$ cat src/hdl/cpmt_pkg.sv
package cpmt_pkg;

  localparam int unsigned CHAR_KEY_W        = 32;
  localparam int unsigned POSITION_W        = 6;
  localparam int unsigned TABLE_ENTRIES_DEF = 256;
  localparam int unsigned MAX_POSITIONS_DEF = 32;

  typedef enum logic {
    CMD_INSERT = 1'b0,
    CMD_QUERY  = 1'b1
  } command_e;

  typedef enum logic [2:0] {
    ST_IDLE,
    ST_SEARCH,
    ST_COMPARE,
    ST_DECIDE,
    ST_SHIFT_RD,
    ST_SHIFT_WR,
    ST_RESULT
  } state_e;

  // controller -> datapath
  typedef struct packed {
    logic load;       // latch item, start search window
    logic srch_rd;    // read entry at mid
    logic srch_step;  // narrow the window from read data
    logic shift_rd;   // read entry below the shift pointer
    logic shift_wr;   // write it one slot up, step pointer down
    logic write_hit;  // OR position bit into found entry
    logic write_new;  // place new key, bump count
    logic out_load;   // move result into output register
  } ctrl_cmd_t;

  // datapath -> controller
  typedef struct packed {
    logic search_done;
    logic is_query;
    logic found;
    logic full;
    logic shift_done;
    logic out_free;
  } dp_status_t;

endpackage

$ cat src/hdl/cpmt_ctrl.sv
module cpmt_ctrl (
  input  logic                  clk_i,
  input  logic                  rst_ni,
  input  logic                  in_valid_i,
  output logic                  in_ready_o,
  input  cpmt_pkg::dp_status_t  status_i,
  output cpmt_pkg::ctrl_cmd_t   cmd_o
);

  cpmt_pkg::state_e state_q, state_d;

  always_ff @(posedge clk_i or negedge rst_ni) begin
    if (!rst_ni) begin
      state_q <= cpmt_pkg::ST_IDLE;
    end else begin
      state_q <= state_d;
    end
  end

  always_comb begin
    state_d    = state_q;
    cmd_o      = '0;
    in_ready_o = 1'b0;
    case (state_q)
      cpmt_pkg::ST_IDLE: begin
        in_ready_o = 1'b1;
        if (in_valid_i) begin
          cmd_o.load = 1'b1;
          state_d    = cpmt_pkg::ST_SEARCH;
        end
      end
      cpmt_pkg::ST_SEARCH: begin
        if (status_i.search_done) begin
          state_d = cpmt_pkg::ST_DECIDE;
        end else begin
          cmd_o.srch_rd = 1'b1;
          state_d       = cpmt_pkg::ST_COMPARE;
        end
      end
      cpmt_pkg::ST_COMPARE: begin
        cmd_o.srch_step = 1'b1;
        state_d         = cpmt_pkg::ST_SEARCH;
      end
      cpmt_pkg::ST_DECIDE: begin
        if (status_i.is_query || status_i.full && !status_i.found) begin
          state_d = cpmt_pkg::ST_RESULT;
        end else if (status_i.found) begin
          cmd_o.write_hit = 1'b1;
          state_d         = cpmt_pkg::ST_RESULT;
        end else begin
          state_d = cpmt_pkg::ST_SHIFT_RD;
        end
      end
      cpmt_pkg::ST_SHIFT_RD: begin
        if (status_i.shift_done) begin
          cmd_o.write_new = 1'b1;
          state_d         = cpmt_pkg::ST_RESULT;
        end else begin
          cmd_o.shift_rd = 1'b1;
          state_d        = cpmt_pkg::ST_SHIFT_WR;
        end
      end
      cpmt_pkg::ST_SHIFT_WR: begin
        cmd_o.shift_wr = 1'b1;
        state_d        = cpmt_pkg::ST_SHIFT_RD;
      end
      cpmt_pkg::ST_RESULT: begin
        if (status_i.out_free) begin
          cmd_o.out_load = 1'b1;
          state_d        = cpmt_pkg::ST_IDLE;
        end
      end
      default: begin
        state_d = cpmt_pkg::ST_IDLE;
      end
    endcase
  end

endmodule

$ cat config.mk
export PLATFORM = sky130hd
export DESIGN_NAME = cpmt_ctrl
export DESIGN_NICKNAME = d
export VERILOG_FILES = /design/src/hdl/cpmt_pkg.sv /design/src/hdl/cpmt_ctrl.sv
export SDC_FILE = /design/constraint.sdc
export NUM_CORES = 1
export LEC_CHECK = 0
export BUFFER_PORTS_ARGS = -buffer_cell sky130_fd_sc_hd__buf_2
export CORE_AREA = 2 2 39 41
export CTS_CLUSTER_SIZE = 20
export DETAILED_ROUTE_END_ITERATION = 12
export DIE_AREA = 0 0 41 43
export GPL_TIMING_DRIVEN = 1
export SYNTH_ARGS = -nofsm -noshare
export SYNTH_HDL_FRONTEND = slang
export SYNTH_SLANG_ARGS = --single-unit
$ cat constraint.sdc
create_clock -name clk_i -period 2.1 [get_ports clk_i]
set_input_delay 0.42 -clock clk_i [delete_from_list [all_inputs] [get_ports clk_i]]
set_output_delay 0.42 -clock clk_i [all_outputs]
set_load 0.05 [all_outputs]
# Word level (Yosys, flattened, before mapping)

Cells that the tools add are included.

Bits in registers: 3
Input port bits: 9
Output and inout bits: 9
Logic and storage cells: 37

Eq/ne operators: 8
Muxes and demuxes: 23
Reductions and logical operators: 5

Operators by type and width:

| kind               | count |
|---|---|
| $pmux 3 s7         | 1 |
| $mux 1             | 17 |
| $eq 3x3->1 const B | 3 |
| $mux 3             | 3 |
| $eq 3x2->1 const B | 2 |
| $mux 2             | 2 |
| $ne 2x2->1 const B | 2 |
| $eq 3x1->1 const B | 1 |
| $logic_not 3->1    | 1 |
| $reduce_and 2->1   | 1 |
| $logic_and 1x1->1  | 1 |
| $logic_not 1->1    | 1 |
| $logic_or 1x1->1   | 1 |

# Depth between registers and ports, before layout

Depth in word-level cells: 5
Depth in mapped cells: 3
Depth with buffers taken out: 2

# Least setup slack after synthesis

No wires, ideal clock.

Path kind: reg2out
Start: register state_q[1]
End: output port cmd_o[7] in the netlist's numbering
Data arrival time: 2.231 ns
Setup slack: -0.551 ns
Stages on the path, launching flop included: 4
Cell sequence: dfrtp_1 > buf_4 > nor3_1 > and2_1

RTL lines:

| element                | line            | RTL |
|---|---|---|
| start, declared        | cpmt_ctrl.sv:10 | `cpmt_pkg::state_e state_q, state_d;` |
| start signal, assigned | cpmt_ctrl.sv:14 | `state_q <= cpmt_pkg::ST_IDLE;` |
| start signal, assigned | cpmt_ctrl.sv:16 | `state_q <= state_d;` |
| end, declared          | cpmt_ctrl.sv:7  | `output cpmt_pkg::ctrl_cmd_t cmd_o` |

==> reports/results.tsv <==
stage	metric	value	unit
synth	syn_nets	36	
sta	TNS Setup	0	ns
placement	Place WS	0.477	ns
setup_path	critical path arrival	1.46	ns
pwr	static leakage	0.212	nW
pwr	Pwr per Cell Area	1580	nW/um2
setup_path	crit-path cells	and2_2, and2b_1, buf_2	
layout	biggest regs	state_q: 3 flops	
sta	Hold Violations, Final	0	
synth	sequential element share of the synthesized area	0.279	
worst_hold_path	Hold Crit Class	in -> async	
grt	GR Util met3	0.0366	
sta	Final Max Tran Viols	0	
detailed_routing	Vias/cell	4.47	
setup_path	CP startpoint kind	register	
floorplan	Die W	41	um
floorplan	initial core utilization	0.194	
layout	layout cell share with drive strength beyond 1	0.542	
detailed_routing	Vias	286	
setup_path	CP max stage cell	dfrtp_1	
synth	Post-synth ARST share	1.00	
flow_run	MaxCap Viol Count	0	
synth	Post-synth EDFFs	0	
sta	count of final setup violators	0	
detailed_routing	DRT Wirelength	650	um
layout	number of antenna diodes	0	
sta	Max Clock Freq	0.531	GHz
synth	top post-synthesis cells by count	3 x dfrtp_1, 3 x nor2_1	
sta	Fin Clk Skew	0.00110	ns
layout	storage element area	75.1	um2
synth	Yosys Warn Count	0	
floorplan	I/O pins	18	
grt	global-route track usage on met1	0.113	
sta	Slew HR	0.687	
synth	Mapped Avg Cell Area	9.96	um2
grt	first-pass GRT wire length	1.11	mm
run_status	status	completed	
synth	Yosys top cell area share	0.279	
layout	P&R area growth vs syn	53.5	%
detailed_routing	DRT Pass-1 Iters	2	
synth	Gate Count Post-Synth	27	
floorplan	Die Y-Extent	43	um
setup_path	CP max stage delay	0.62	ns
cts	Clock transition at path regs	0.04	ns
grt	largest net degree at the start of global routing	15	
cts	CTS sink cnt	3	
detailed_routing	DR WL/cell	10.2	um
sta	RSZ-0062 raised after global routing	false	
cts	Max Buffers Root-to-Sink	2	
floorplan	Placement Rows	14	
placement	gpl congestion	0.652	
grt	vias in the first global route	279	
setup_path	CP bufs+invs	1	
cts	CTS root buffer	clkbuf_4	
grt	Overflow after GRT	0	
pwr	maximum VDD drop	0.549	mV
synth	#FFs+latches synth	3	
synth	commonest register cell after synthesis	dfrtp_1	
setup_path	crit path kind	reg -> out	
detailed_routing	Antenna Nets Post-Route	0	
grt	Top Usage Layer GRT	met2	
detailed_routing	initial drt markers	3	
cts	worst skew pair latency	0.23	ns
placement	placed wire-length estimate	484	um
grt	initial antenna violation count	0	
sta	final period utilization	0.896	
layout	Fill cells	150	
detailed_routing	DRC errors left	0	
layout	Biggest register	state_q	
synth	post-synth top area cell	dfrtp_1	
setup_path	delay-heaviest family, CP	flip-flops	
setup_path	CP Max Fanout	14	
setup_path	FF-to-FF setup slack	0.86	ns
layout	area of the multi-input gates	196	um2
synth	Post-Syn Area	269	um2
placement	PortBufs	17	
layout	max FFs per register	3	
setup_path	Worst EP required	1.68	ns
synth	post-synth cell types	18	
layout	fin nets	58	
floorplan	DIE AREA	1760	um2
cts	H-Tree Depth	1	
sta	Least-Margin Pin Slew	0.469	ns
synth	largest cells by area after synthesis	dfrtp_1 28%, nor4b_4 18%, and2_2 5.6%	
sta	setup ws final	0.218	ns
setup_path	Setup crit end kind	primary output	
cts	CTS tree	yes	
grt	global-route met2 utilization	0.125	
floorplan	CORE AREA	1380	um2
sta	fin crit period	1.88	ns
pwr	Tot Pwr	0.651	mW
grt	global-route total usage across every layer	0.0975	
cts	CTS Buf Count	3	
[area by class of cell]
class	count	share of cell area
Multi-Input combinational cell	23	0.476
Timing Repair Buffer	18	0.230
Sequential cell	3	0.182
Clock buffer	4	0.0636
Tap cell	16	0.0485
[cells by family (layout without fill, tap and decap cells)]
family,count (synthesis),in the layout,share of synthesized area
DFF,3,3,0.279
AOI/OAI and AO/OA,4,4,0.116
and+or+nand+nor,19,19,0.577
buffers and inverters,1,22,0.0279
[layout by cell type (no fill, tap or decap)]
master	n
a22o_1	1
nand2b_1	2
a211o_1	1
and2_1	1
nor3_2	1
buf_2	17
clkbuf_4	3
nor3b_2	1
nor4bb_1	1
nand2_1	1
o21ai_0	1
clkbuf_1	1
dfrtp_1	3
dlygate4sd3_1	1
nor2_1	3
nor4b_4	2
or2_1	1
o32ai_1	1
and2_2	2
nor3_1	1
and2b_1	2
and4b_1	1
[metrics by stage]
step                hold WS, ns  cell area (um2)  utilization  std cells
floorplan                 0.124              279            -         27
global placement          0.218              377        0.272         59
detailed placement        0.218              377        0.272         59
CTS                       0.503              413        0.298         64
global route              0.508              413        0.298         64
finish                    0.507              413        0.298         64
[final timing paths]
kind,from,to,depth (start not counted)
setup / recovery,state_q[1],cmd_o[0],3
hold / removal,rst_ni,state_q[0],2
setup reg to reg,state_q[1],state_q[0],2
hold reg to reg,state_q[2],state_q[2],1
max in group asynchronous,rst_ni,state_q[2],2
min in group clk_i,in_valid_i,state_q[0],3
[report_power, final]
| group | leakage, nW | internal (mW) | switching [mW] | total [mW] |
|---|---|---|---|---|
| clock network | 0.0150 | 0.0713 | 0.0313 | 0.103 |
| logic | 0.160 | 0.135 | 0.244 | 0.380 |
| registers | 0.0373 | 0.0853 | 0.0834 | 0.169 |
| total | 0.212 | 0.292 | 0.359 | 0.651 |
[metal layers]
layer,up-vias,part of all wire
met5,-,0
met4,0,0
li1,142,-
met2,13,0.49
met3,0,0.072
met1,131,0.43
[what timing repair did]
action,in CTS,in global routing
hold buffers,1,0
buffers inserted,0,0
gates resized for setup,0,0
endpoints found under the hold margin,3,0
Note: power is estimated with default switching activity, not from simulation.
